File: config.mk
export PLATFORM = sky130hd
export DESIGN_NAME = isfd_mul
export DESIGN_NICKNAME = d
export VERILOG_FILES = /design/src/integral_state_feedback_duty_assert.svh /design/src/isfd_pkg.sv /design/src/isfd_mul.sv
export SDC_FILE = /design/constraint.sdc
export NUM_CORES = 2
export LEC_CHECK = 0
export ABC_AREA = 1
export BUFFER_PORTS_ARGS = -buffer_cell sky130_fd_sc_hd__buf_2
export CORE_MARGIN = 2
export CORE_UTILIZATION = 30
export CTS_CLUSTER_SIZE = 20
export DETAILED_ROUTE_END_ITERATION = 16
export PLACE_DENSITY = 0.5
export SLEW_MARGIN = 25
export SYNTH_ARGS = -nofsm -noshare
export SYNTH_HDL_FRONTEND = slang
export SYNTH_SLANG_ARGS = --single-unit
File: constraint.sdc
create_clock -name i_clk -period 10.6 [get_ports i_clk]
set_input_delay 0.53 -clock i_clk [delete_from_list [all_inputs] [get_ports i_clk]]
set_output_delay 0.53 -clock i_clk [all_outputs]
set_load 0.1 [all_outputs]
File: src/integral_state_feedback_duty_assert.svh
// ----------------------------------------------------------------------------
// Assertion macros for the integral state-feedback duty controller
// Short wrappers around concurrent assertions so that each check in the
// design reads as one line. Each one is clocked and disabled during reset.
// ----------------------------------------------------------------------------
`ifndef INTEGRAL_STATE_FEEDBACK_DUTY_ASSERT_SVH
`define INTEGRAL_STATE_FEEDBACK_DUTY_ASSERT_SVH

// The consequent must hold in the same cycle as the antecedent.
`define ISFD_ASSERT_SAME(lbl, clk, rst_n, ante, cons) \
    lbl: assert property (@(posedge clk) disable iff (!rst_n) (ante) |-> (cons)) \
        else $error("isfd assertion failed");

// The consequent must hold in the cycle after the antecedent.
`define ISFD_ASSERT_NEXT(lbl, clk, rst_n, ante, cons) \
    lbl: assert property (@(posedge clk) disable iff (!rst_n) (ante) |=> (cons)) \
        else $error("isfd assertion failed");

`endif

File: src/isfd_pkg.sv
// ----------------------------------------------------------------------------
// isfd_pkg: shared types and constants
// Data types, register indexes, sequencer step codes and accumulator
// operation codes used across the state-feedback duty controller.
// ----------------------------------------------------------------------------
package isfd_pkg;

    // Data widths.
    localparam int WORD_W   = 32;
    localparam int SP_W     = 17;
    localparam int MUL_W    = 33;
    localparam int PROD_W   = 2 * MUL_W;
    localparam int ACC_W    = 98;
    localparam int SUM_W    = 34;
    localparam int DUTY_W   = 21;
    localparam int X_W      = 31;
    localparam int Q_W      = 20;
    localparam int CFG_IDX_W = 3;

    typedef logic signed [WORD_W-1:0] t_word;
    typedef logic signed [MUL_W-1:0]  t_mul_op;
    typedef logic signed [PROD_W-1:0] t_prod;
    typedef logic signed [ACC_W-1:0]  t_acc;
    typedef logic signed [SUM_W-1:0]  t_sum;
    typedef logic signed [63:0]       t_dword;
    typedef logic [DUTY_W-1:0]        t_duty;

    // Configuration register indexes.
    localparam logic [CFG_IDX_W-1:0] REG_REF_ANGLE     = 3'd0;
    localparam logic [CFG_IDX_W-1:0] REG_SAMPLE_PERIOD = 3'd1;
    localparam logic [CFG_IDX_W-1:0] REG_K_ANGLE_M1    = 3'd2;
    localparam logic [CFG_IDX_W-1:0] REG_K_RATE_M1     = 3'd3;
    localparam logic [CFG_IDX_W-1:0] REG_K_ANGLE_M2    = 3'd4;
    localparam logic [CFG_IDX_W-1:0] REG_K_RATE_M2     = 3'd5;
    localparam logic [CFG_IDX_W-1:0] REG_KI_M1         = 3'd6;
    localparam logic [CFG_IDX_W-1:0] REG_KI_M2         = 3'd7;

    localparam logic [SP_W-1:0] SAMPLE_PERIOD_RESET = 17'd655;

    // Sequencer steps, named after the product issued or the result taken in that step.
    localparam int STEP_W = 4;
    typedef logic [STEP_W-1:0] t_step;
    localparam t_step ST_ERR_MUL = 4'd0;
    localparam t_step ST_KA1     = 4'd1;
    localparam t_step ST_KR1     = 4'd2;
    localparam t_step ST_KIH1    = 4'd3;
    localparam t_step ST_KIL1    = 4'd4;
    localparam t_step ST_KA2     = 4'd5;
    localparam t_step ST_KR2     = 4'd6;
    localparam t_step ST_KIH2    = 4'd7;
    localparam t_step ST_KIL2    = 4'd8;
    localparam t_step ST_SCL1    = 4'd9;
    localparam t_step ST_X1      = 4'd10;
    localparam t_step ST_RCP1    = 4'd11;
    localparam t_step ST_SCL2    = 4'd12;
    localparam t_step ST_X2      = 4'd13;
    localparam t_step ST_RCP2    = 4'd14;
    localparam t_step ST_DUTY2   = 4'd15;
    localparam t_step ST_LAST    = ST_DUTY2;
    localparam t_step STEP_ONE   = 4'd1;

    // Accumulator operations.
    localparam int ACC_OP_W = 3;
    typedef logic [ACC_OP_W-1:0] t_acc_op;
    localparam t_acc_op ACC_HOLD     = 3'd0;
    localparam t_acc_op ACC_LOAD_NEG = 3'd1;
    localparam t_acc_op ACC_SUB      = 3'd2;
    localparam t_acc_op ACC_ADD_HI   = 3'd3;
    localparam t_acc_op ACC_ADD      = 3'd4;

    // Sequencer status handed to the datapath.
    typedef struct packed {
        logic  busy;
        logic  done;
        t_step step;
    } t_seq;

    // Motor mapping constants.
    localparam longint OFF1_E4      = 22374;
    localparam longint OFF2_E4      = 20675;
    localparam longint OFF_DEN      = 10000;
    localparam longint SLOPE1       = 887;
    localparam longint SLOPE2       = 822;
    localparam longint DUTY_SCALE   = 100000000;
    localparam longint DUTY_LO_SPAN = 400000;
    localparam longint DUTY_HI_SPAN = 600001;
    localparam int     RECIP_SHIFT  = 40;
    localparam int     DUTY_BASE    = 1000000;
    localparam int     DUTY_MIN     = 1400000;
    localparam int     DUTY_MAX     = 1600000;

endpackage

File: src/isfd_mul.sv
// ----------------------------------------------------------------------------
// isfd_mul: shared signed multiplier
// One registered 33 x 33 signed multiplier. The product holds while the
// enable is low so that a result can be consumed late.
// ----------------------------------------------------------------------------
module isfd_mul (
    input  logic               i_clk,
    input  logic               i_en,
    input  isfd_pkg::t_mul_op  i_a,
    input  isfd_pkg::t_mul_op  i_b,
    output isfd_pkg::t_prod    o_prod
);

    isfd_pkg::t_prod r_prod;

    // Register the product of the selected operands.
    always_ff @(posedge i_clk) begin
        if (i_en) begin
            r_prod <= isfd_pkg::t_prod'(i_a) * isfd_pkg::t_prod'(i_b);
        end
    end

    assign o_prod = r_prod;

endmodule

======== After elaboration in Yosys (flattened, before gate mapping) ========
Cells that the tools add are included.
W data, S select, Z words.
operators by class
  multiply operators ...................... 1
operators with widths
  operator          count
  $mul A33 B33 Y66  1
word-level totals
  register bits after elaboration ......... 66
  input port bits ......................... 68
  output and inout port bits .............. 66
  logic and storage cells ................. 2

======== Depth between registers and ports, before layout ========
  depth in word-level cells ............... 1
  gate-level depth with buffers ........... 34
  mapped depth without buffers ............ 32

======== Worst setup path before layout ========
Ideal clock, no wire load.
  kind .................................... input -> register
  from .................................... input port i_a[32]
  to ...................................... register r_prod[60], in the netlist o_prod[60] (data pin)
  setup time .............................. 253 ps
  arrival time ............................ 7173 ps
  required time ........................... 10347 ps
  slack ................................... 3174 ps
  cell stages on the path ................. 23
  buffers on the path ..................... 2
  cells stage by stage .................... clkbuf_1 > clkbuf_1 > nand2_1 > inv_1 > fa_1 > fa_1 > fa_1 > fa_1 > inv_1 > fa_1 > fa_1 > fa_1 > fa_1 > inv_1 > ha_1 > nand2_1 > nor2_1 > inv_1 > nor3_1 > nand2_1 > and2_0 > nand4_1 > nand2_1
on the way
  cells in the longest elaborated chain, start to end .. 1
ends and longest elaborated chain
  what                    line            text
  start: declaration      isfd_mul.sv:9   input isfd_pkg::t_mul_op i_a,
  $mul A33 B33 Y66        isfd_mul.sv:19  r_prod <= isfd_pkg::t_prod'(i_a) * isfd_pkg::t_prod'(i_b);
  end signal: assignment  isfd_mul.sv:19
  end: declaration        isfd_mul.sv:14  isfd_pkg::t_prod r_prod;
Every way passes these cells.
A chain may end at the register's enable or synchronous reset.

======== Worst setup path in the final report ========
  from .................................... input port i_b[9]
  to ...................................... register r_prod[57], in the netlist o_prod[57] (data pin)
on the way
  cells in the longest elaborated chain, start to end .. 1
ends and longest elaborated chain
  what                line            text
  start: declaration  isfd_mul.sv:10  input isfd_pkg::t_mul_op i_b,
  $mul A33 B33 Y66    isfd_mul.sv:19
Every way passes these cells.

==> run summary <==
• multiplexer share of the synthesized area: 0%
• Post-CTS Resized: 0
• highest cell delay on the worst timing path: 0.95 ns
• post-CTS setup buffer count: 0
• count of final setup violators: 0
• max-slew violation count: 0
• chain of cells forming the critical path: buf_2 > nand2_1 > fa_1 > fa_1 > fa_1 > inv_1 > fa_1 > fa_1 > fa_1 > fa_1 > inv_1 > fa_1 > inv_1 > ha_1 > nand2_1 > nor2_1 > nand3_1 > nor2_1 > o21ai_0 > nand4_1 > nand2_1
• startpoint types: primary input
• area growth from synthesis to final layout: 5.83%
• detailed-routing iteration count for the pre-antenna-repair pass: 6
• routed length per instance: 18.1 um
• Congestion Overflow GR: 0
• cell with the largest stage delay on the worst path: fa_1
• critical setup path kind: in2reg
• starting DRC count in detailed routing: 1832
• Syn. warnings: 0
• standard-cell rows: 140
• overall die area: 149000 um^2
• predominant post-synthesis flop cell: edfxtp_1
• slew at the pin with the worst max-slew slack: 1.04 ns
• buffer type at the clock tree root: clkbuf_16
• Longest Clk Path Bufs: 2
• CTS clock-pin slew for the worst setup and hold paths: 0.08 ns
• compound-cell area share of the yosys netlist: 1.36%
• remaining antenna violation count after routing: 0
• share of flip-flops with an asynchronous set or reset: 0%
• TritonCTS clock tree: yes
• xor/xnor cell area share of the yosys netlist: 0.819%
• # H-tree levels: 3
• share of the synthesized area in the top cell type: 52.3%
• via count: 32631
• largest family of logic cells by synthesized area: adder cells
• top-level I/O count: 134
• CP Data Required Time: 10.73 ns
• crit-path max FO: 33
• wirelength, routed: 133000 um
• Filler cells: 15676
• most frequent CP cell: fa_1
• Max-cap violations: 0
• number of library cell types mapped by synthesis: 35
• fraction of the mapped netlist area in simple logic gates: 16.3%
• nets in the synthesized netlist: 6973
• final worst-path cycle share: 76.0%
• DPL Wire Length: 112000 um
• initial core utilization: 30.1%
• cell taking the most area after synthesis: fa_1
• via count of the first global-routing pass: 36441
• vertical die dimension: 386 um
• gr usage total: 18.7%
• setup total negative slack: 0 ns
• top cells by area in the synthesized netlist: fa_1 (52%), inv_1 (16%), nand2_1 (13%), ha_1 (6.2%), edfxtp_1 (4.5%)
• type of the worst min-delay path: in2reg
• upper clock frequency limit: 0.124 GHz
• Die W: 386 um
• remaining design rule violation count: 0
• count of flip-flops with a built-in enable after synthesis: 66
• placement-stage cell area: 46100 um^2
• category of the worst setup path capture point: flip-flop
• Final Wtd Congestion: 0.914
• endpoints failing hold: 0
• I/O Buffers: 133
• cell area after layout: 46400 um^2
• via/cell ratio: 4.42
• post-synthesis sequential area ratio: 4.52%
• CTS buffer count: 9
• outcome: finished, final reports clean
• mean area per synthesized cell: 7.91 um^2
• fraction of final layout cells with drive strength greater than 1: 4.31%
• Core Area: 145000 um^2
• arithmetic-cell share of the synthesized area counting full adders, half adders and majority gates: 58.5%
• crit path time final: 8.06 ns
• largest net degree at the start of global routing: 67
• number of nets at the end of the flow: 6880
• wire length of the first global-routing pass: 214000 um
• Post-Syn Instances: 5543
• RSZ-0062 raised after global routing: no
• headroom to the max-slew limit: 30.7%
• post-synthesis sequential element count: 66
• antenna violations before repair: 11
• CTS Hold Bufs: 0
• arrival time reported for the critical path endpoint: 8.19 ns
• Sinks on Clock Net: 66
• Netlist Area Pre-Place: 43800 um^2
• flip-flop count of the largest register, all copies and words added: 66
-- final timing paths --
| path | start | slack [ns] | endpoint | depth (start not counted) |
|---|---|---|---|---|
| min | i_en | 0.96 | o_prod[14] | 2 |
| max | i_b[9] | 2.54 | o_prod[57] | 21 |
-- routing by layer --
| layer | track usage [%] | up-vias | share of wire [%] |
|---|---|---|---|
| met5 | 0 | - | 0.030 |
| met2 | 34.4 | 757 | 52 |
| li1 | - | 14859 | - |
| met1 | 23.7 | 16847 | 42 |
| met4 | 4.70 | 8 | 2.9 |
| met3 | 1.38 | 160 | 3.9 |
-- critical path, delay by kind of cell --
| kind | cells | cell delay [ns] |
|---|---|---|
| AND/OR/NAND/NOR | 7 | 1.24 |
| adder cells (fa/ha/maj) | 9 | 5.12 |
| AO/OA/AOI/OAI | 1 | 0.15 |
| buffers and inverters | 4 | 1.13 |
-- placed cells by master (no fill, tap or decap), types with 5 or more instances in the layout --
cell / n
inv_1: 1894
nand2_1: 1517
fa_1: 1144
ha_1: 217
buf_2: 133
nor2_1: 131
nand3_1: 70
edfxtp_1: 66
a21oi_1: 61
xor2_1: 37
buf_4: 26
nor2_2: 20
o21ai_0: 19
nand4_1: 19
nand2_2: 17
o21bai_1: 14
clkbuf_16: 9
nand3_2: 8
nor3_1: 7
or2_2: 5
-- logic make-up (layout without fill, tap and decap cells) --
kind of cell	count (synthesis)	after routing
other cells	0	4
simple gates	1810	1810
buf+inv	2158	2070
fa+ha+maj	1362	1362
xor+xnor	41	41
flops	66	66
compound gates	106	106
-- synthesized netlist by cell type (17+ instances only) --
| master | count |
|---|---|
| clkbuf_1 | 262 |
| ha_1 | 217 |
| xor2_1 | 37 |
| o21ai_0 | 19 |
| nand4_1 | 19 |
| inv_1 | 1894 |
| nor2_2 | 20 |
| fa_1 | 1145 |
| nand2_2 | 17 |
| nand2_1 | 1517 |
| edfxtp_1 | 66 |
| nand3_1 | 70 |
| nor2_1 | 131 |
| a21oi_1 | 61 |
-- stage by stage --
step                      utilization, %  setup slack, ns  hold WS (ns)  instances
final                               31.9             2.54         0.958       7376
after global routing                31.9             2.11          1.00       7374
after CTS                           31.9             2.56         0.965       7372
after detailed placement            31.7             2.19          1.16       7356
after global placement              31.7             2.04          1.15       7356
after floorplan                        -             3.17         0.642       5543
-- final cells by class --
cell class / count / area (um^2) / share of cell area (%)
multi-input cells: 3319 / 33800 / 72.8
inverters: 1895 / 7110 / 15.3
well taps: 1917 / 2400 / 5.17
flip-flops and latches: 66 / 1980 / 4.27
repair buffers: 159 / 861 / 1.86
clock buffers: 10 / 229 / 0.494
clock inverters: 6 / 42.5 / 0.0917
diodes: 4 / 10.0 / 0.0216
Power is not shown: default switching activity piles up to over one toggle a cycle in this logic, so the estimate is an artifact.
