--- src/integral_state_feedback_duty_assert.svh ---
// ----------------------------------------------------------------------------
// Assertion macros for the integral state-feedback duty controller
// Short wrappers around concurrent assertions so that each check in the
// design reads as one line. Each one is clocked and disabled during reset.
// ----------------------------------------------------------------------------
`ifndef INTEGRAL_STATE_FEEDBACK_DUTY_ASSERT_SVH
`define INTEGRAL_STATE_FEEDBACK_DUTY_ASSERT_SVH

// The consequent must hold in the same cycle as the antecedent.
`define ISFD_ASSERT_SAME(lbl, clk, rst_n, ante, cons) \
    lbl: assert property (@(posedge clk) disable iff (!rst_n) (ante) |-> (cons)) \
        else $error("isfd assertion failed");

// The consequent must hold in the cycle after the antecedent.
`define ISFD_ASSERT_NEXT(lbl, clk, rst_n, ante, cons) \
    lbl: assert property (@(posedge clk) disable iff (!rst_n) (ante) |=> (cons)) \
        else $error("isfd assertion failed");

`endif

--- src/isfd_pkg.sv ---
// ----------------------------------------------------------------------------
// isfd_pkg: shared types and constants
// Data types, register indexes, sequencer step codes and accumulator
// operation codes used across the state-feedback duty controller.
// ----------------------------------------------------------------------------
package isfd_pkg;

    // Data widths.
    localparam int WORD_W   = 32;
    localparam int SP_W     = 17;
    localparam int MUL_W    = 33;
    localparam int PROD_W   = 2 * MUL_W;
    localparam int ACC_W    = 98;
    localparam int SUM_W    = 34;
    localparam int DUTY_W   = 21;
    localparam int X_W      = 31;
    localparam int Q_W      = 20;
    localparam int CFG_IDX_W = 3;

    typedef logic signed [WORD_W-1:0] t_word;
    typedef logic signed [MUL_W-1:0]  t_mul_op;
    typedef logic signed [PROD_W-1:0] t_prod;
    typedef logic signed [ACC_W-1:0]  t_acc;
    typedef logic signed [SUM_W-1:0]  t_sum;
    typedef logic signed [63:0]       t_dword;
    typedef logic [DUTY_W-1:0]        t_duty;

    // Configuration register indexes.
    localparam logic [CFG_IDX_W-1:0] REG_REF_ANGLE     = 3'd0;
    localparam logic [CFG_IDX_W-1:0] REG_SAMPLE_PERIOD = 3'd1;
    localparam logic [CFG_IDX_W-1:0] REG_K_ANGLE_M1    = 3'd2;
    localparam logic [CFG_IDX_W-1:0] REG_K_RATE_M1     = 3'd3;
    localparam logic [CFG_IDX_W-1:0] REG_K_ANGLE_M2    = 3'd4;
    localparam logic [CFG_IDX_W-1:0] REG_K_RATE_M2     = 3'd5;
    localparam logic [CFG_IDX_W-1:0] REG_KI_M1         = 3'd6;
    localparam logic [CFG_IDX_W-1:0] REG_KI_M2         = 3'd7;

    localparam logic [SP_W-1:0] SAMPLE_PERIOD_RESET = 17'd655;

    // Sequencer steps, named after the product issued or the result taken in that step.
    localparam int STEP_W = 4;
    typedef logic [STEP_W-1:0] t_step;
    localparam t_step ST_ERR_MUL = 4'd0;
    localparam t_step ST_KA1     = 4'd1;
    localparam t_step ST_KR1     = 4'd2;
    localparam t_step ST_KIH1    = 4'd3;
    localparam t_step ST_KIL1    = 4'd4;
    localparam t_step ST_KA2     = 4'd5;
    localparam t_step ST_KR2     = 4'd6;
    localparam t_step ST_KIH2    = 4'd7;
    localparam t_step ST_KIL2    = 4'd8;
    localparam t_step ST_SCL1    = 4'd9;
    localparam t_step ST_X1      = 4'd10;
    localparam t_step ST_RCP1    = 4'd11;
    localparam t_step ST_SCL2    = 4'd12;
    localparam t_step ST_X2      = 4'd13;
    localparam t_step ST_RCP2    = 4'd14;
    localparam t_step ST_DUTY2   = 4'd15;
    localparam t_step ST_LAST    = ST_DUTY2;
    localparam t_step STEP_ONE   = 4'd1;

    // Accumulator operations.
    localparam int ACC_OP_W = 3;
    typedef logic [ACC_OP_W-1:0] t_acc_op;
    localparam t_acc_op ACC_HOLD     = 3'd0;
    localparam t_acc_op ACC_LOAD_NEG = 3'd1;
    localparam t_acc_op ACC_SUB      = 3'd2;
    localparam t_acc_op ACC_ADD_HI   = 3'd3;
    localparam t_acc_op ACC_ADD      = 3'd4;

    // Sequencer status handed to the datapath.
    typedef struct packed {
        logic  busy;
        logic  done;
        t_step step;
    } t_seq;

    // Motor mapping constants.
    localparam longint OFF1_E4      = 22374;
    localparam longint OFF2_E4      = 20675;
    localparam longint OFF_DEN      = 10000;
    localparam longint SLOPE1       = 887;
    localparam longint SLOPE2       = 822;
    localparam longint DUTY_SCALE   = 100000000;
    localparam longint DUTY_LO_SPAN = 400000;
    localparam longint DUTY_HI_SPAN = 600001;
    localparam int     RECIP_SHIFT  = 40;
    localparam int     DUTY_BASE    = 1000000;
    localparam int     DUTY_MIN     = 1400000;
    localparam int     DUTY_MAX     = 1600000;

endpackage

--- src/isfd_ctrl.sv ---
// ----------------------------------------------------------------------------
// isfd_ctrl: step sequencer
// Walks one transaction through the sixteen steps of the shared multiplier
// and holds in the last step until the output register is free.
// ----------------------------------------------------------------------------
module isfd_ctrl (
    input  logic            i_clk,
    input  logic            i_rst_n,
    input  logic            i_start,
    input  logic            i_out_free,
    output isfd_pkg::t_seq  o_seq
);

    logic                r_busy;
    isfd_pkg::t_step     r_step;
    logic                w_done;

    // The transaction completes when the last step can hand off its result.
    assign w_done = r_busy && (r_step == isfd_pkg::ST_LAST) && i_out_free;

    // Step counter.
    always_ff @(posedge i_clk) begin
        if (!i_rst_n) begin
            r_busy <= 1'b0;
            r_step <= isfd_pkg::ST_ERR_MUL;
        end else if (i_start) begin
            r_busy <= 1'b1;
            r_step <= isfd_pkg::ST_ERR_MUL;
        end else if (w_done) begin
            r_busy <= 1'b0;
        end else if (r_busy && (r_step != isfd_pkg::ST_LAST)) begin
            r_step <= r_step + isfd_pkg::STEP_ONE;
        end
    end

    assign o_seq.busy = r_busy;
    assign o_seq.done = w_done;
    assign o_seq.step = r_step;

endmodule

--- config.mk ---
export PLATFORM = sky130hd
export DESIGN_NAME = isfd_ctrl
export DESIGN_NICKNAME = d
export VERILOG_FILES = /design/src/integral_state_feedback_duty_assert.svh /design/src/isfd_pkg.sv /design/src/isfd_ctrl.sv
export SDC_FILE = /design/constraint.sdc
export NUM_CORES = 1
export LEC_CHECK = 0
export ABC_AREA = 1
export BUFFER_PORTS_ARGS = -buffer_cell sky130_fd_sc_hd__buf_2
export CAP_MARGIN = 10
export CORE_AREA = 2 2 39 41
export DETAILED_ROUTE_END_ITERATION = 6
export DIE_AREA = 0 0 41 43
export PLACE_DENSITY = 0.36
export SYNTH_ARGS = -nofsm -noshare
export SYNTH_HDL_FRONTEND = slang
export SYNTH_SLANG_ARGS = --single-unit
--- constraint.sdc ---
create_clock -name i_clk -period 2.6 [get_ports i_clk]
set_clock_uncertainty 0.05 [all_clocks]
set_input_delay 0.13 -clock i_clk [delete_from_list [all_inputs] [get_ports i_clk]]
set_output_delay 0.13 -clock i_clk [all_outputs]
set_load 0.005 [all_outputs]
== Yosys cells after proc, flatten, opt, wreduce, memory -nomap -nowiden ==
Cells that the tools add are included.
W data, S select, Z words.
Word-level totals
  register bits after elaboration: 5
  latch bits: 0
  memory bits (writable): 0
  memory bits (read-only): 0
  input port bits: 4
  output and inout port bits: 6
  logic and storage cells: 15
  memories kept: 0
Cells by class
  $add $sub $neg: 1
  multiply operators: 0
  div/mod/pow operators: 0
  magnitude comparators: 0
  equality and inequality tests: 2
  shifts and indexed selects: 0
  mux-type cells: 2
  bitwise gates (word level): 2
  reductions and logical operators: 6
Operator list (count)
  $add A4 B1 Y4 const B: 1
  $eq A4 B4 Y1 const B: 1
  $ne A4 B4 Y1 const B: 1
  $logic_and A1 B1 Y1: 3
  $mux W1: 2
  $not A1 Y1: 2
  $reduce_and A2 Y1: 1
  $reduce_bool A2 Y1: 1
  $reduce_or A2 Y1: 1

== Longest topological paths before layout ==
  depth after elaboration: 5
  mapped depth: 6
  depth with buffers taken out: 6

== Least setup slack after synthesis ==
No wires, ideal clock.
  kind: register -> register
  from: reg r_step[0]
  to: reg r_step[0]
  setup time: 0.116 ns
  arrival: 0.935 ns
  data required time: 2.434 ns
  path slack: 1.499 ns
  stages on the path, launching flop included: 7
  path buffers: 0
  clock period less this slack: 1.101 ns
  cells stage by stage: dfxtp_1 > ha_1 > nand3_2 > nand2_2 > inv_1 > nor2_1 > nor2_1
On the way
  word-level cells in the longest chain between the ends: 5
  elaborated cells on any way between the ends: 8
  those cells by class: add/sub (1); eq/ne (2); bitwise (1); reduce/logical (4)
RTL lines
  start: declaration: line isfd_ctrl.sv:15  | isfd_pkg::t_step r_step;
  start signal: assignment: line isfd_ctrl.sv:25  | r_step <= isfd_pkg::ST_ERR_MUL;
  start signal: assignment: line isfd_ctrl.sv:28  | r_step <= isfd_pkg::ST_ERR_MUL;
  start signal: assignment: line isfd_ctrl.sv:32  | r_step <= r_step + isfd_pkg::STEP_ONE;
  $eq A4 B4 Y1: line isfd_ctrl.sv:19  | assign w_done = r_busy && (r_step == isfd_pkg::ST_LAST) && i_out_free;
  $logic_and A1 B1 Y1 (2 in series): line isfd_ctrl.sv:19
  $not A1 Y1 (no line)
  $reduce_and A2 Y1 (no line)
Parallel ways exist; a longest one is shown, timed or not.
A chain may end at the register's enable or synchronous reset.

==> impl_metrics.py <==
metrics = {
    "route": {
        "wirelength_um": 535,
        "drt-vias-per-instance": 3.97,
        "highest_layer": "met4",
        "drc": 0,
        "drt-met1-wl_um": 261,
        "vias": 254,
        "wl_met3_um": 55,
        "wl_per_cell_um": 8.36,
        "drtIter0Drc": 9,
        "postRouteAntennaNets": 0,
        "wl_met2_um": 207,
        "drt_pass1_iterations": 3,
    },
    "pwr": {
        "power_uw": 191,
        "p_leak_uw": 0.000155,
        "cellPowerDensity_nw_per_um2": 574,
        "ir_drop_v": 0.000217,
    },
    "floorplanning": {
        "die_w_um": 41,
        "ios": 10,
        "die_area_um2": 1760,
        "core_area_um2": 1380,
        "rows": 14,
        "start_util_pct": 18.5,
        "die_h_um": 43,
    },
    "placed_design": {
        "dpl.cell_count": 60,
        "place.gp.congestion": 0.737,
        "place_area_um2": 307,
        "place_hpwl_um": 398,
        "port_buffers": 9,
    },
    "run_status": {
        "status": "finished, final reports clean",
    },
    "synth": {
        "yosys_warnings": 0,
        "yosysUniqueCellTypes": 12,
        "ys_seq_area_share_pct": 39.0,
        "netlist_instances": 37,
        "netlist_area_um2": 256,
        "synth_seq_cells": 5,
        "syn_nets": 42,
        "syn_area_per_cell_um2": 6.93,
    },
    "clock_network": {
        "numCtsBuffers": 3,
        "cts_max_level": 1,
        "clockBufferDepth": 2,
        "clock_sinks": 5,
        "cts-root-buf": "clkbuf_4",
        "insertion_delay_ns": 0.25,
        "clk_pin_slew_ns": 0.05,
        "postCtsHoldBufs": 0,
        "tritoncts": "done",
        "cts-resized-gates": 0,
        "postCtsSetupBuffers": 0,
    },
    "layout": {
        "utilization_pct": 24.1,
        "final_cell_area_um2": 333,
        "final_cells": 64,
        "diodes": 0,
        "fill_cells": 165,
        "drive_gt1_share_pct": 29.2,
        "synthToLayoutAreaGrowth_pct": 29.8,
        "fin_nets": 54,
    },
    "sta": {
        "clock.fmax_ghz": 0.739,
        "period_needed_ns": 1.35,
        "setup-tns-final_ns": 0,
        "fin_crit_sh_pct": 52.1,
        "tightest_slew_ns": 0.260,
        "setup_viol": 0,
        "rsz0062_at_grt": "false",
        "maxSlewViolCount": 0,
        "max_slew_margin_pct": 82.6,
        "hold_viol_final": 0,
    },
    "worst_setup_path": {
        "cp-start-kind": "flip-flop",
        "rrSetupSlack_ns": 1.42,
        "max_stage_delay_ns": 0.38,
        "rr_worst_depth": 6,
        "cp.arrival_ns": 1.17,
        "path_cells": "ha_1, nand3_2, nor2_1, buf_2",
        "r2r_start": "r_step[1]",
        "crit_end": "o_seq[4]",
        "required_ns": 2.42,
        "slowest_stage": "dfxtp_1",
        "worstSetupStartpoint": "r_step[1]",
        "path_max_fanout": 5,
        "r2r_end": "r_step[1]",
        "critPathKind": "flip-flop to output port",
        "crit_path_end_kind": "output port",
    },
    "grt": {
        "globalRouteOverflowTotal": 0,
        "track_usage_pct": 7.64,
        "first_global_vias": 192,
        "grt_pass1_wl_um": 779,
        "grt_antenna_before_repair": 0,
        "grt_max_degree": 7,
    },
    "run": {
        "drv_cap": 0,
    },
    "min_path": {
        "hp-class": "primary input to flip-flop",
    },
}
==> metrics by stage <==
step	setup slack [ns]	hold WS, ns
final	1.25	0.0679
after global routing	1.15	0.0818
after CTS	1.23	0.0639
after detailed placement	1.42	0.330
after global placement	1.39	0.329
after floorplan	1.50	0.210
==> routing by layer <==
layer / vias to the layer above / GRT usage (%)
met5: - / 0
met4: 0 / 6.00
met3: 2 / 7.85
met2: 11 / 7.50
met1: 102 / 9.03
li1: 139 / -
==> worst max-delay path, delay by kind of cell (launching register included) <==
| family | cells | cell delay (ns) |
|---|---|---|
| fa+ha+maj | 1 | 0.23 |
| buf+inv | 1 | 0.11 |
| simple gates | 2 | 0.20 |
| flops | 1 | 0.38 |
==> cell usage after synthesis <==
cell type	count	area, um2
nor2_1	11	41.3
dfxtp_1	5	100
inv_1	4	15.0
nand2_1	4	15.0
o21ai_0	4	20.0
a21oi_1	2	10.0
buf_4	2	15.0
ha_1	1	12.5
nand2_2	1	6.26
nand3_1	1	5.00
nand3_2	1	10.0
nand4_1	1	6.26
==> how the worst min path moves through the flow <==
stage,slack [ns],start,depth (start not counted),end
detailed placement,0.33,i_rst_n,3,r_busy
CTS,0.06,i_rst_n,3,r_busy
global placement,0.33,i_rst_n,3,r_busy
floorplan,0.21,i_start,2,r_busy
finish,0.07,i_rst_n,3,r_busy
global route,0.08,i_rst_n,3,r_busy
==> flip-flops by register name, summed over array words and instances, names as in the netlist <==
register / count
r_step: 4
r_busy: 1
==> cell families (layout without fill, tap and decap cells) <==
logic type | Yosys count | count (layout) | synth area share [%]
AND/OR/NAND/NOR | 19 | 19 | 32.7
AO/OA/AOI/OAI | 6 | 6 | 11.7
buffers and inverters | 6 | 17 | 11.7
flip-flops | 5 | 5 | 39.0
adder cells (fa/ha/maj) | 1 | 1 | 4.88
==> power by group <==
group	switching, uW	internal (uW)	total, uW
clock	35.6	58.3	93.9
combinational	7.96	6.64	14.6
sequential	3.32	79.3	82.7
total	46.9	144	191
==> placed cells by master, fill, tap and decap left out, types with 2 or more instances in the layout <==
| cell | instances |
|---|---|
| nor2_1 | 11 |
| dfxtp_1 | 5 |
| o21ai_0 | 4 |
| clkbuf_4 | 3 |
| inv_1 | 4 |
| nand2_1 | 4 |
| buf_2 | 9 |
| a21oi_1 | 2 |
==> layout make-up <==
cell class	instances	area [um2]	area share [%]
sequential	5	100	30.1
tap	16	20.0	6.02
inverter	4	15.0	4.51
timing repair buffer	9	45.0	13.5
multi-input combinational	26	126	38.0
clock buffer	4	26.3	7.89
No activity file was read; power rests on OpenSTA's default activity.
