### src/integral_state_feedback_duty_assert.svh
// ----------------------------------------------------------------------------
// Assertion macros for the integral state-feedback duty controller
// Short wrappers around concurrent assertions so that each check in the
// design reads as one line. Each one is clocked and disabled during reset.
// ----------------------------------------------------------------------------
`ifndef INTEGRAL_STATE_FEEDBACK_DUTY_ASSERT_SVH
`define INTEGRAL_STATE_FEEDBACK_DUTY_ASSERT_SVH

// The consequent must hold in the same cycle as the antecedent.
`define ISFD_ASSERT_SAME(lbl, clk, rst_n, ante, cons) \
    lbl: assert property (@(posedge clk) disable iff (!rst_n) (ante) |-> (cons)) \
        else $error("isfd assertion failed");

// The consequent must hold in the cycle after the antecedent.
`define ISFD_ASSERT_NEXT(lbl, clk, rst_n, ante, cons) \
    lbl: assert property (@(posedge clk) disable iff (!rst_n) (ante) |=> (cons)) \
        else $error("isfd assertion failed");

`endif

### src/isfd_pkg.sv
// ----------------------------------------------------------------------------
// isfd_pkg: shared types and constants
// Data types, register indexes, sequencer step codes and accumulator
// operation codes used across the state-feedback duty controller.
// ----------------------------------------------------------------------------
package isfd_pkg;

    // Data widths.
    localparam int WORD_W   = 32;
    localparam int SP_W     = 17;
    localparam int MUL_W    = 33;
    localparam int PROD_W   = 2 * MUL_W;
    localparam int ACC_W    = 98;
    localparam int SUM_W    = 34;
    localparam int DUTY_W   = 21;
    localparam int X_W      = 31;
    localparam int Q_W      = 20;
    localparam int CFG_IDX_W = 3;

    typedef logic signed [WORD_W-1:0] t_word;
    typedef logic signed [MUL_W-1:0]  t_mul_op;
    typedef logic signed [PROD_W-1:0] t_prod;
    typedef logic signed [ACC_W-1:0]  t_acc;
    typedef logic signed [SUM_W-1:0]  t_sum;
    typedef logic signed [63:0]       t_dword;
    typedef logic [DUTY_W-1:0]        t_duty;

    // Configuration register indexes.
    localparam logic [CFG_IDX_W-1:0] REG_REF_ANGLE     = 3'd0;
    localparam logic [CFG_IDX_W-1:0] REG_SAMPLE_PERIOD = 3'd1;
    localparam logic [CFG_IDX_W-1:0] REG_K_ANGLE_M1    = 3'd2;
    localparam logic [CFG_IDX_W-1:0] REG_K_RATE_M1     = 3'd3;
    localparam logic [CFG_IDX_W-1:0] REG_K_ANGLE_M2    = 3'd4;
    localparam logic [CFG_IDX_W-1:0] REG_K_RATE_M2     = 3'd5;
    localparam logic [CFG_IDX_W-1:0] REG_KI_M1         = 3'd6;
    localparam logic [CFG_IDX_W-1:0] REG_KI_M2         = 3'd7;

    localparam logic [SP_W-1:0] SAMPLE_PERIOD_RESET = 17'd655;

    // Sequencer steps, named after the product issued or the result taken in that step.
    localparam int STEP_W = 4;
    typedef logic [STEP_W-1:0] t_step;
    localparam t_step ST_ERR_MUL = 4'd0;
    localparam t_step ST_KA1     = 4'd1;
    localparam t_step ST_KR1     = 4'd2;
    localparam t_step ST_KIH1    = 4'd3;
    localparam t_step ST_KIL1    = 4'd4;
    localparam t_step ST_KA2     = 4'd5;
    localparam t_step ST_KR2     = 4'd6;
    localparam t_step ST_KIH2    = 4'd7;
    localparam t_step ST_KIL2    = 4'd8;
    localparam t_step ST_SCL1    = 4'd9;
    localparam t_step ST_X1      = 4'd10;
    localparam t_step ST_RCP1    = 4'd11;
    localparam t_step ST_SCL2    = 4'd12;
    localparam t_step ST_X2      = 4'd13;
    localparam t_step ST_RCP2    = 4'd14;
    localparam t_step ST_DUTY2   = 4'd15;
    localparam t_step ST_LAST    = ST_DUTY2;
    localparam t_step STEP_ONE   = 4'd1;

    // Accumulator operations.
    localparam int ACC_OP_W = 3;
    typedef logic [ACC_OP_W-1:0] t_acc_op;
    localparam t_acc_op ACC_HOLD     = 3'd0;
    localparam t_acc_op ACC_LOAD_NEG = 3'd1;
    localparam t_acc_op ACC_SUB      = 3'd2;
    localparam t_acc_op ACC_ADD_HI   = 3'd3;
    localparam t_acc_op ACC_ADD      = 3'd4;

    // Sequencer status handed to the datapath.
    typedef struct packed {
        logic  busy;
        logic  done;
        t_step step;
    } t_seq;

    // Motor mapping constants.
    localparam longint OFF1_E4      = 22374;
    localparam longint OFF2_E4      = 20675;
    localparam longint OFF_DEN      = 10000;
    localparam longint SLOPE1       = 887;
    localparam longint SLOPE2       = 822;
    localparam longint DUTY_SCALE   = 100000000;
    localparam longint DUTY_LO_SPAN = 400000;
    localparam longint DUTY_HI_SPAN = 600001;
    localparam int     RECIP_SHIFT  = 40;
    localparam int     DUTY_BASE    = 1000000;
    localparam int     DUTY_MIN     = 1400000;
    localparam int     DUTY_MAX     = 1600000;

endpackage

### src/isfd_acc.sv
// ----------------------------------------------------------------------------
// isfd_acc: wide force accumulator
// Sums the gain products of one motor exactly, then shifts out the
// fractional bits and saturates the force to a signed 32-bit word.
// ----------------------------------------------------------------------------
module isfd_acc #(
    parameter int FRAC_BITS = 16
) (
    input  logic                i_clk,
    input  isfd_pkg::t_acc_op   i_op,
    input  isfd_pkg::t_prod     i_prod,
    output isfd_pkg::t_word     o_force
);

    localparam isfd_pkg::t_word WORD_MAX = 32'sh7fffffff;
    localparam isfd_pkg::t_word WORD_MIN = 32'sh80000000;

    isfd_pkg::t_acc r_acc;
    isfd_pkg::t_acc w_term;
    isfd_pkg::t_acc w_shift;

    // The high partial product of the integral term weighs 2^32.
    assign w_term = (i_op == isfd_pkg::ACC_ADD_HI)
                  ? (isfd_pkg::t_acc'(i_prod) <<< 32) : isfd_pkg::t_acc'(i_prod);

    // Accumulate one product per cycle unless the operation is a hold.
    always_ff @(posedge i_clk) begin
        case (i_op)
            isfd_pkg::ACC_LOAD_NEG: r_acc <= -w_term;
            isfd_pkg::ACC_SUB:      r_acc <= r_acc - w_term;
            isfd_pkg::ACC_ADD_HI,
            isfd_pkg::ACC_ADD:      r_acc <= r_acc + w_term;
            default:                r_acc <= r_acc;
        endcase
    end

    // Floor shift and saturate to the force range.
    assign w_shift = r_acc >>> FRAC_BITS;

    always_comb begin
        if (w_shift > isfd_pkg::t_acc'(WORD_MAX)) begin
            o_force = WORD_MAX;
        end else if (w_shift < isfd_pkg::t_acc'(WORD_MIN)) begin
            o_force = WORD_MIN;
        end else begin
            o_force = w_shift[isfd_pkg::WORD_W-1:0];
        end
    end

endmodule

### config.mk
export PLATFORM = sky130hd
export DESIGN_NAME = isfd_acc
export DESIGN_NICKNAME = d
export VERILOG_FILES = /design/src/integral_state_feedback_duty_assert.svh /design/src/isfd_pkg.sv /design/src/isfd_acc.sv
export SDC_FILE = /design/constraint.sdc
export NUM_CORES = 1
export LEC_CHECK = 0
export BUFFER_PORTS_ARGS = -buffer_cell sky130_fd_sc_hd__buf_2
export CAP_MARGIN = 0
export CORE_UTILIZATION = 58
export CTS_CLUSTER_DIAMETER = 40
export CTS_CLUSTER_SIZE = 14
export DETAILED_ROUTE_END_ITERATION = 10
export PLACE_DENSITY_LB_ADDON = 0.3
export SLEW_MARGIN = 20
export SYNTH_ARGS = -nofsm -noshare
export SYNTH_HDL_FRONTEND = slang
export SYNTH_SLANG_ARGS = --single-unit
### constraint.sdc
create_clock -name i_clk -period 15.37 [get_ports i_clk]
set_input_delay 4.611 -clock i_clk [delete_from_list [all_inputs] [get_ports i_clk]]
set_output_delay 4.611 -clock i_clk [all_outputs]
set_load 0.01 [all_outputs]
======== After elaboration in Yosys (flattened, before gate mapping) ========
Index checks and enable logic that the tools add are counted.
Widths: inputs -> output; s select.
storage, ports and cells
  register bits ........................... 98
  bits of input ports ..................... 70
  output and inout bits ................... 32
  word-level logic and storage cells ...... 16
operators by class
  $add $sub $neg .......................... 3
  $lt $le $gt $ge ......................... 2
  equal/unequal tests ..................... 4
  multiplexer cells ....................... 4
  reductions and logical operators ........ 2
operators with widths
  cell                  number
  $pmux 98 s3           1
  $add 98x98->98        1
  $neg 98->98           1
  $sub 98x98->98        1
  $mux 97               1
  $gt 82x32->1 const B  1
  $lt 82x32->1 const B  1
  $mux 32               2
  $eq 3x2->1 const B    2
  $eq 3x1->1 const B    1
  $eq 3x3->1 const B    1
  $reduce_bool 3->1     1
  $reduce_or 2->1       1

======== Depth between registers and ports, before layout ========
Gate-level depths: netlist (run 1).
  depth after elaboration ................. 4
  depth in mapped cells ................... 32
  gate-level depth less buffers ........... 23

======== Worst setup path after synthesis (run 1) ========
Ideal clock, no wire load.
  kind .................................... input-to-reg
  from .................................... input i_op[2]
  to ...................................... register r_acc[87], data pin
  setup time .............................. 0.276 ns
  arrival time ............................ 10.986 ns
  required time ........................... 15.094 ns
  path slack .............................. 4.108 ns
  stages .................................. 31
  path buffers ............................ 9
  path through ............................ nand3b_1 -> clkbuf_8 -> clkbuf_1 -> buf_1 -> clkbuf_1 -> clkbuf_1 -> buf_1 -> nand2_1 -> ha_1 -> buf_1 -> o21ai_0 -> a21oi_1 -> o21ai_1 -> a21oi_1 -> nand3_1 -> xor2_1 -> mux2_2 -> mux2i_1 -> a21boi_0 -> ha_1 -> clkbuf_1 -> nand4_1 -> or4_1 -> nor4_1 -> a211o_1 -> o21ai_0 -> a2111oi_0 -> or2_2 -> clkbuf_1 -> a31o_2 -> nand4_1
on the way
  longest elaborated chain between the ends .. 4
  elaborated cells on any way between the ends .. 10
  classes of those cells .................. add/sub (3); eq/ne (4); mux (2); reduce/logical (1)
RTL lines
  what                                    RTL line                        text
  start, declared                         isfd_acc.sv:10                  input isfd_pkg::t_acc_op i_op,
  $eq 3x2->1                              isfd_acc.sv:23, isfd_acc.sv:28
  $mux 97                                 isfd_acc.sv:24                  ? (isfd_pkg::t_acc'(i_prod) <<< 32) : isfd_pkg::t_acc'(i_prod);
  $add 98x98->98 (tied with other cells)  isfd_acc.sv:32                  isfd_pkg::ACC_ADD: r_acc <= r_acc + w_term;
  $pmux 98 s3 (*)                         isfd_acc.sv:28                  case (i_op)
  end signal, assigned                    isfd_acc.sv:29                  isfd_pkg::ACC_LOAD_NEG: r_acc <= -w_term;
  end signal, assigned                    isfd_acc.sv:32
  end signal, assigned                    isfd_acc.sv:33                  default: r_acc <= r_acc;
  end, declared                           isfd_acc.sv:18                  isfd_pkg::t_acc r_acc;
Mark *: on every way between the ends. The rest lies on a longest branch, timed or not.
A chain may end at the register's enable or synchronous reset.

======== Final worst setup path (run 1) ========
Ends and elaborated chain as after synthesis.

==> results of run 1 <==
-- routing by layer --
layer | up-vias | wire length [microns] | track usage (%)
li1 | 7281 | - | -
met5 | - | 0 | 0
met1 | 7332 | 20300 | 52.3
met4 | 0 | 3460 | 25.3
met3 | 225 | 5630 | 6.10
met2 | 979 | 24800 | 68.3
-- final timing paths --
path / start / to / slack, ns
max reg2reg: r_acc[42] / r_acc[87] / 10.23
max: i_op[2] / r_acc[87] / 3.05
min: r_acc[0] / r_acc[0] / 0.69
min reg2reg: r_acc[0] / r_acc[0] / 0.69
-- cell families after synthesis --
kind of cell / synth area share [%]
adders and majority gates: 8.59
xor gates and xnor gates: 10.3
and+or+nand+nor: 26.0
DFF: 20.3
muxes: 1.89
buffers and inverters: 5.30
AOI/OAI and AO/OA: 27.7
-- placed cells by master (no fill, tap or decap), types with 18 or more instances in the layout --
master and count:
nand2_1 261, a21oi_1 211, nor2_1 204, o21ai_0 123
buf_2 101, ha_1 98, edfxtp_1 98, xor2_1 90
xnor2_1 79, nand4_1 74, a21o_1 59, nor3_1 55
o21a_1 55, nor4_1 35, nand3_1 30, o21bai_1 29
inv_1 28, or3_1 26, mux2i_1 24, o211ai_1 20
a31oi_1 18
-- power groups by stage --
| stage | combinational, W | clock (W) | sequential (W) |
|---|---|---|---|
| finish | 0.000997 | 0.000232 | 0.000401 |
| global route | 0.00109 | 0.000238 | 0.000405 |
| CTS | 0.000972 | 0.000230 | 0.000399 |
| detailed placement | 0.000966 | 0 | 0.000404 |
| global placement | 0.000960 | 0 | 0.000404 |
| floorplan | 0.000718 | 0 | 0.000392 |
-- layout make-up --
cell class              instances  area (sq um)
multi-input cells            1709         10800
fillers                      2346          9240
flip-flops and latches         98          2940
repair buffers                115           611
well taps                     324           405
clock buffers                  12           236
inverters                      28           105
clock inverters                 4          27.5
-- critical path, delay by kind of cell --
family / cells / cell delay (ns)
and+or+nand+nor: 9 / 2.58
buffers and inverters: 2 / 0.43
AOI/OAI and AO/OA: 8 / 3.27
muxes: 2 / 0.41
xor gates and xnor gates: 1 / 0.19
adders and majority gates: 2 / 0.87
-- per-stage QoR --
| step | hold slack (ns) | std cells |
|---|---|---|
| 2_1_floorplan | 0.620 | 1991 |
| 3_3_place_gp | 0.635 | 2274 |
| 3_5_place_dp | 0.674 | 2274 |
| 4_1_cts | 0.692 | 2290 |
| 5_1_grt | 0.752 | 2290 |
| 6_report | 0.691 | 2290 |
==> results.ini, run 1 <==
[clock_network]
tritoncts=yes
htreeDepth=3
cts.clk_slew.worst_paths_ns=0.07
hold_buffers=0
postCtsResizedCells=0
cts-root-buf=clkbuf_16
post-cts-setup-buffers=0
clockBufferDepth=2
cts_buffers=9
clkSinkCount=98
worstSkewPairLatency_ns=0.37

[timing]
rsz0062_at_grt=no
fin_worst_skew_ns=0.0131
setup_slack_ns=3.05
fin_tns_setup_ns=0
setup_viol=0
max_clock_freq_mhz=81.2
hold_violations=0
timing.final.crit_share_pct=80.2
relSlewSlack_pct=24.9
period_minus_slack_ns=12.32
worstMarginPinSlew_ns=1.13
drv_slew=0

[worst_setup_path]
r2r_cells=10
worstPathArrival_ns=12.37
slowest_delay_ns=1.02
critical_path.cell_chain=buf_2 -> nand3b_1 -> buf_4 -> nand2_1 -> ha_1 -> o21ai_0 -> a21oi_1 -> o21ai_1 -> a21oi_1 -> nand3_1 -> xor2_1 -> mux2_2 -> mux2i_1 -> a21boi_0 -> ha_1 -> nand4_1 -> nor4_1 -> nand4_1 -> nor3b_1 -> o21ai_0 -> a2111oi_1 -> or2_2 -> a31o_2 -> nand4_1
crit_required_ns=15.42
critical_path_class=in2reg
startpoint_type=input pin
path_common_cell=nand4_1
end_kind=flip-flop
cp_slowest_cell=a2111oi_1
cp_max_fo=59

[power]
clock_power_share_pct=14.2
vdd_drop_max_mv=0.0576
power_density_mw_per_mm2=108
power.switching_w=0.000795
p_leak_nw=6.06
p_comb_share_pct=61.2
internal_power_w=0.000835
swShare_pct=48.8
p_total_w=0.00163
p_seq_share_pct=24.6

[synth]
synth_area_leaders=edfxtp_1 20%, ha_1 8.5%, a21oi_1 7.3%
syn_nets=2160
yosysMostFrequentCell=nand2_1
ys_seq_elements=98
synth_edf_count=98
yosys_warnings=0
synth_top_area_share_pct=20.3
seq_area_frac_synth_pct=20.3
syn_area_per_cell_sq_um=7.29
synth_common_cells=262 x nand2_1, 211 x a21oi_1, 204 x nor2_1, 123 x o21ai_0, 120 x clkbuf_1
async_flop_share_pct=0
synth_top_cell_by_area=edfxtp_1
netlist_area_sq_mm=0.0145
ys.flop_type=edfxtp_1
ys_types=90
synthCells=1991

[placement]
port_buffers=101
dpl_worst_slack_ns=2.98
postPlaceCellArea_sq_mm=0.0149
hpwl_mm=41.5
globalplace.congestion=1.08

[min_path]
hp-class=reg2reg
worstHoldPathCells=3

[routing]
drc=0
first_iter_violations=2115
final_antenna_net_count=0
viasPerCell=6.91
dr.pass1.iters=6
wirelength_mm=54.2
wire_per_inst_microns=23.7
vias=15800

[layout]
final_nets=2130
num_antenna_cells=0
design_area_sq_mm=0.0151
drive_gt1_share_pct=8.80
final_util_pct=62.1
syn_to_final_growth_pct=4.42
top_register=r_acc
reg.largest.list=r_acc (98)
largest_register_ffs=98

[run_status]
status=complete, no violations

[flow_run]
drv_cap=0

[floorplan]
dieArea_sq_mm=0.0256
rows=57
initial_core_util_pct=59.5
die_w_microns=160
fp.dieH_microns=160
coreArea_sq_mm=0.0244
io_pins=102

[grt]
antenna_found_initial=0
grt_usage_pct=41.9
grt_pass1_wl_mm=83.6
grt_max_degree=96
grt_pass1_vias=14900
grt-ovfl-total=0

Note: power is estimated with default switching activity, not from simulation.
==> inputs of run 2 (changes only) <==
CORE_UTILIZATION = 57   (was 58)
clock period = 10.1 ns   (was 15.37 ns; I/O delays follow)
==> run 2 against run 1 <==
Net effect:
- sequential power rose by 52%
- hold slack better by 0.021 ns
- clock power up 57%
- setup slack worse by 2.2 ns
- non-clock buffer count is 11 higher
- combinational power grew 52%
- power increased by 53%
- first-iteration DRC count fell by 4.0%
- final area grew 0.68%
- final cell count grew 0.79%
- wire length increased by 1.4%
==> results.ini, run 2 (same netlist as run 1, synthesis figures left out) <==
[clock_network]
cts_buffers=9  ; unchanged
hold_buffers=0  ; unchanged
htreeDepth=3  ; unchanged
clockBufferDepth=2  ; unchanged
postCtsResizedCells=0  ; unchanged
cts-root-buf=clkbuf_16
tritoncts=yes
worstSkewPairLatency_ns=0.37  ; about the same
cts.clk_slew.worst_paths_ns=0.08  ; about the same
post-cts-setup-buffers=0  ; unchanged
clkSinkCount=98  ; unchanged

[power]
power_density_mw_per_mm2=163  ; +52%
clock_power_share_pct=14.6  ; +0.4 points
swShare_pct=48.9  ; +0.14 points
internal_power_w=0.00127  ; +52%
vdd_drop_max_mv=0.0838  ; +46%
p_comb_share_pct=60.9  ; -0.3 points
p_leak_nw=6.13  ; +1.0%
p_seq_share_pct=24.5  ; about the same
power.switching_w=0.00122  ; +53%

[worst_setup_path]
path_common_cell=a21oi_1
critical_path_class=in2reg
end_kind=flip-flop
slowest_delay_ns=0.65  ; -0.37 ns
startpoint_type=input pin
worstPathArrival_ns=9.34  ; -3.03 ns
critical_path.cell_chain=buf_2 -> and3b_4 -> buf_4 -> mux2i_1 -> nand3_1 -> a221o_1 -> or4b_1 -> nor3_1 -> xnor2_1 -> nor2_1 -> a21oi_1 -> o21ai_1 -> ha_1 -> a21oi_1 -> o21bai_1 -> a21oi_1 -> o21ai_0 -> a2111oi_0 -> o41ai_2 -> buf_4 -> a21oi_1 -> xnor2_1 -> o21ai_0
crit_required_ns=10.17  ; -5.25 ns
cp_slowest_cell=or4b_1
cp_max_fo=25  ; -58%

[timing]
setup_viol=0  ; unchanged
relSlewSlack_pct=25.1  ; +0.18 points
fin_worst_skew_ns=0.0139  ; +0.000872 ns
rsz0062_at_grt=no
worst_hold_slack_ns=0.712  ; +0.0212 ns
hold_violations=0  ; unchanged
worstMarginPinSlew_ns=1.12  ; -0.00275 ns
timing.final.crit_share_pct=91.8
period_minus_slack_ns=9.27
fin_tns_setup_ns=0  ; unchanged
max_clock_freq_mhz=108
drv_slew=0  ; unchanged

[floorplan]
dieArea_sq_mm=0.0261  ; +1.7%
rows=58  ; +1.8%
fp.dieH_microns=162  ; +0.86%
initial_core_util_pct=57.9  ; -1.5 points
coreArea_sq_mm=0.0250  ; +2.6%
die_w_microns=162  ; +0.86%
io_pins=102  ; unchanged

[grt]
grt_usage_pct=41.8  ; -0.070 points
grt-ovfl-total=0  ; unchanged
antenna_found_initial=1  ; +1
top_usage_layer=met2
use_met1_pct=51.0  ; -1.3 points
use_met3_pct=6.70  ; +0.60 points
grt_util_met2_pct=69.2  ; +0.82 points
grt_pass1_wl_mm=84.1  ; +0.64%
grt_pass1_vias=14900  ; -0.013%
grt_max_degree=96  ; unchanged

[routing]
viasPerCell=6.91  ; about the same
vias=15900  ; +0.78%
first_iter_violations=2031  ; -4.0%
wire_per_inst_microns=23.8  ; +0.63%
drc=0  ; unchanged
final_antenna_net_count=0  ; unchanged
dr.pass1.iters=7  ; +1
wirelength_mm=55.0  ; +1.4%

[layout]
top_register=r_acc
fill_cells=2376  ; +1.3%
reg.largest.list=r_acc (98)
final_nets=2141  ; +0.52%
mostFrequentLayoutCell=nand2_1
syn_to_final_growth_pct=5.12
final_cell_mix=260 x nand2_1, 211 x a21oi_1, 204 x nor2_1
largest_register_ffs=98  ; unchanged
drive_gt1_share_pct=9.51  ; +0.71 points

[min_path]
hp-class=reg2reg

[flow_run]
drv_cap=0  ; unchanged

[placement]
globalplace.congestion=1.08  ; -0.38%
port_buffers=101  ; unchanged
hpwl_mm=41.8  ; +0.64%

[run_status]
status=complete, no violations

[run 2: final cells by class]
class	instances	area, sq um	area share (%)
Clock inverter	5	38.8	0.254
Clock buffer	11	233	1.53
Inverter	28	105	0.689
Tap cell	330	413	2.71
Multi-Input combinational cell	1709	10800	71.0
Antenna cell	1	2.50	0.0164
Sequential cell	98	2940	19.3
Timing Repair Buffer	126	693	4.55
[run 2: power groups by stage]
stage	registers, W	clock network, W	logic, W
finish	0.000611	0.000364	0.00152
floorplan	0.000597	0	0.00109
CTS	0.000608	0.000357	0.00148
detailed placement	0.000616	0	0.00147
global placement	0.000614	0	0.00145
global route	0.000616	0.000369	0.00165
[run 2: worst max-delay path, delay by kind of cell]
kind / cells / cell delay (ns)
xor+xnor: 2 / 0.43
mux: 1 / 0.49
compound gates: 11 / 2.46
simple gates: 5 / 1.69
fa+ha+maj: 1 / 0.45
buf+inv: 3 / 0.76
[run 2: path summary, 6_finish.rpt]
path	start	cells after the start	to	slack [ns]
setup reg to reg	r_acc[3]	14	r_acc[87]	5.81
hold reg to reg	r_acc[0]	3	r_acc[0]	0.71
setup / recovery	i_op[2]	23	r_acc[76]	0.83
hold / removal	r_acc[0]	3	r_acc[0]	0.71
[run 2: per-stage QoR]
step	std cells	power [W]	utilization, %	worst slack (ns)	area, sq um
global placement	2291	0.00207	59.8	0.659	15000
CTS	2307	0.00244	60.9	0.932	15200
detailed placement	2291	0.00208	59.8	0.594	15000
finish	2308	0.00249	60.9	0.829	15300
global route	2308	0.00263	60.9	0.395	15300
floorplan	1991	0.00169	-	0.419	14500
[run 2: layer usage]
layer	up-vias	wire length [microns]
li1	7297	-
met3	245	5500
met1	7381	20900
met2	1018	24900
met5	-	0
met4	0	3750
==> inputs of run 3 (changes only) <==
CAP_MARGIN = default   (was 0)
CORE_MARGIN = 2   (was default)
CORE_UTILIZATION = 58   (was 57)
clock period = 9.9 ns   (was 10.1 ns; I/O delays follow)
==> run 3 against run 2 <==
Net effect:
- setup slack got worse by 0.37 ns
- die area up 0.77%
- clock skew up 0.0088 ns
- core utilization up 1.4 points
- wire length rose by 0.61%
- critical endpoint is now r_acc[79]
- final area about the same
- largest power group unchanged
- final cell count decreased by 0.22%
- sequential cell count is the same
==> results.ini, run 3 (same netlist as run 1, synthesis figures left out) <==
[run_status]
status=complete, no violations

[clock_network]
cts.clk_slew.worst_paths_ns=0.08  ; about the same
clkSinkCount=98  ; unchanged
cts-root-buf=clkbuf_16
tritoncts=yes
cts_buffers=9  ; unchanged
post-cts-setup-buffers=0  ; unchanged
clockBufferDepth=2  ; unchanged
hold_buffers=0  ; unchanged
worstSkewPairLatency_ns=0.38  ; about the same
postCtsResizedCells=0  ; unchanged
htreeDepth=3  ; unchanged

[layout]
mostFrequentLayoutCell=nand2_1
final_cell_mix=261 x nand2_1, 211 x a21oi_1, 204 x nor2_1
drive_gt1_share_pct=9.45  ; -0.055 points
largest_register_ffs=98  ; unchanged
top_register=r_acc
final_nets=2142  ; +0.047%
reg.largest.list=r_acc (98)
syn_to_final_growth_pct=5.09  ; about the same
final_util_pct=62.3  ; +1.4 points
fill_cells=2281  ; -4.0%

[timing]
hold_violations=0  ; unchanged
rsz0062_at_grt=no
fin_worst_skew_ns=0.0227  ; +0.00880 ns
period_minus_slack_ns=9.45
drv_slew=0  ; unchanged
max_clock_freq_mhz=106
timing.final.crit_share_pct=95.4
setup_viol=0  ; unchanged
worstMarginPinSlew_ns=1.12  ; -0.00465 ns
fin_tns_setup_ns=0  ; unchanged
worst_hold_slack_ns=0.683  ; -0.0292 ns
relSlewSlack_pct=25.4  ; +0.31 points

[grt]
grt-ovfl-total=0  ; unchanged
antenna_found_initial=1  ; unchanged
grt_pass1_wl_mm=84.8  ; +0.76%
grt_pass1_vias=15000  ; +0.95%
grt_max_degree=96  ; unchanged
grt_usage_pct=41.6  ; -0.25 points

[routing]
first_iter_violations=2146  ; +5.7%
wirelength_mm=55.3  ; +0.61%
drc=0  ; unchanged
final_antenna_net_count=0  ; unchanged
vias=15900  ; +0.050%
wire_per_inst_microns=24.0  ; +0.83%
dr.pass1.iters=6  ; -1
viasPerCell=6.93  ; +0.27%

[worst_setup_path]
worst_r2r_endpoint=r_acc[79]
crit_required_ns=9.97  ; -0.20 ns
cp_max_fo=39  ; +56%
startpoint_type=input pin
critical_path_class=in2reg
reg2reg_slack_ns=5.50  ; -0.31 ns
rr_startpoint=r_acc[3]
end_kind=flip-flop
r2r_cells=12  ; -2
worstPathArrival_ns=9.52  ; +0.18 ns

[placement]
hpwl_mm=42.3  ; +1.1%
port_buffers=101  ; unchanged
globalplace.congestion=0.999  ; -7.2%

[min_path]
worstHoldPathCells=3  ; unchanged
whs_endpoint=r_acc[0]
hp-class=reg2reg
hp-start=r_acc[0]

[power]
p_comb_share_pct=61.2  ; +0.3 points
vdd_drop_max_mv=0.0891  ; +6.3%
p_leak_nw=6.13  ; about the same
clock_power_share_pct=14.4  ; -0.2 points
internal_power_w=0.00130  ; +2.1%
power.switching_w=0.00126  ; +3.0%
swShare_pct=49.1  ; +0.22 points
power_density_mw_per_mm2=168  ; +2.6%
p_seq_share_pct=24.4  ; about the same

[floorplan]
initial_core_util_pct=59.3  ; +1.4 points
fp.dieH_microns=162  ; +0.38%
io_pins=102  ; unchanged
rows=57  ; -1.7%
die_w_microns=162  ; +0.38%
dieArea_sq_mm=0.0263  ; +0.77%
coreArea_sq_mm=0.0245  ; -2.3%

[flow_run]
drv_cap=0  ; unchanged

run 3: final cells by class:
type                       count  area (sq um)  area share [%]
inverter                      28           105           0.689
clock inverter                 6          41.3           0.271
timing repair buffer         127           701            4.60
tap                          324           405            2.66
multi-input combinational   1709         10800            71.0
sequential                    98          2940            19.3
clock buffer                  10           229            1.50
antenna                        1          2.50          0.0164
run 3: metrics by stage:
stage	instance area, sq um	std cells	worst slack [ns]	total power [W]
floorplan	14500	1991	0.279	0.00172
detailed placement	15000	2286	0.273	0.00214
CTS	15200	2302	0.583	0.00251
global placement	15000	2286	0.387	0.00213
finish	15200	2303	0.454	0.00256
global route	15200	2303	0.00755	0.00271
run 3: power by group through the flow:
stage / clock network [W] / registers, W / logic, W
after floorplan: 0 / 0.000609 / 0.00111
after global routing: 0.000376 / 0.000628 / 0.00170
after detailed placement: 0 / 0.000628 / 0.00152
final: 0.000368 / 0.000623 / 0.00157
after CTS: 0.000366 / 0.000619 / 0.00152
after global placement: 0 / 0.000627 / 0.00151
run 3: worst max path at each step:
stage,to,cells past startpoint,slack (ns),startpoint
floorplan,r_acc[87],31,0.28,i_op[2]
global placement,r_acc[87],23,0.39,i_op[2]
detailed placement,r_acc[87],21,0.27,i_prod[9]
CTS,r_acc[79],21,0.58,i_prod[9]
global route,r_acc[87],23,0.008,i_op[2]
finish,r_acc[79],23,0.45,i_op[2]
run 3: per-layer routing:
metal	up-vias	share of wire (%)	GRT usage [%]
met2	943	45	67.0
li1	7311	-	-
met4	0	6.4	23.9
met1	7459	39	52.7
met3	236	9.4	6.89
met5	-	0	0
run 3: worst max-delay path, cell delays in order:
cell and delay, ns:
buf_2 0.14, and3b_4 0.54, buf_4 0.51, mux2i_1 0.42, nand3_1 0.11, a221o_1 0.35
inv_1 0.07, nand2_1 0.06, xor2_1 0.28, nor2_1 0.07, a21oi_1 0.14, o21ai_0 0.16
ha_1 0.52, nand4_1 0.23, nor4_1 0.57, nand4_1 0.20, nor3b_1 0.64, o21ai_0 0.41
a2111oi_0 0.47, buf_4 0.22, or2_2 0.17, xnor2_1 0.14, o21ai_0 0.10
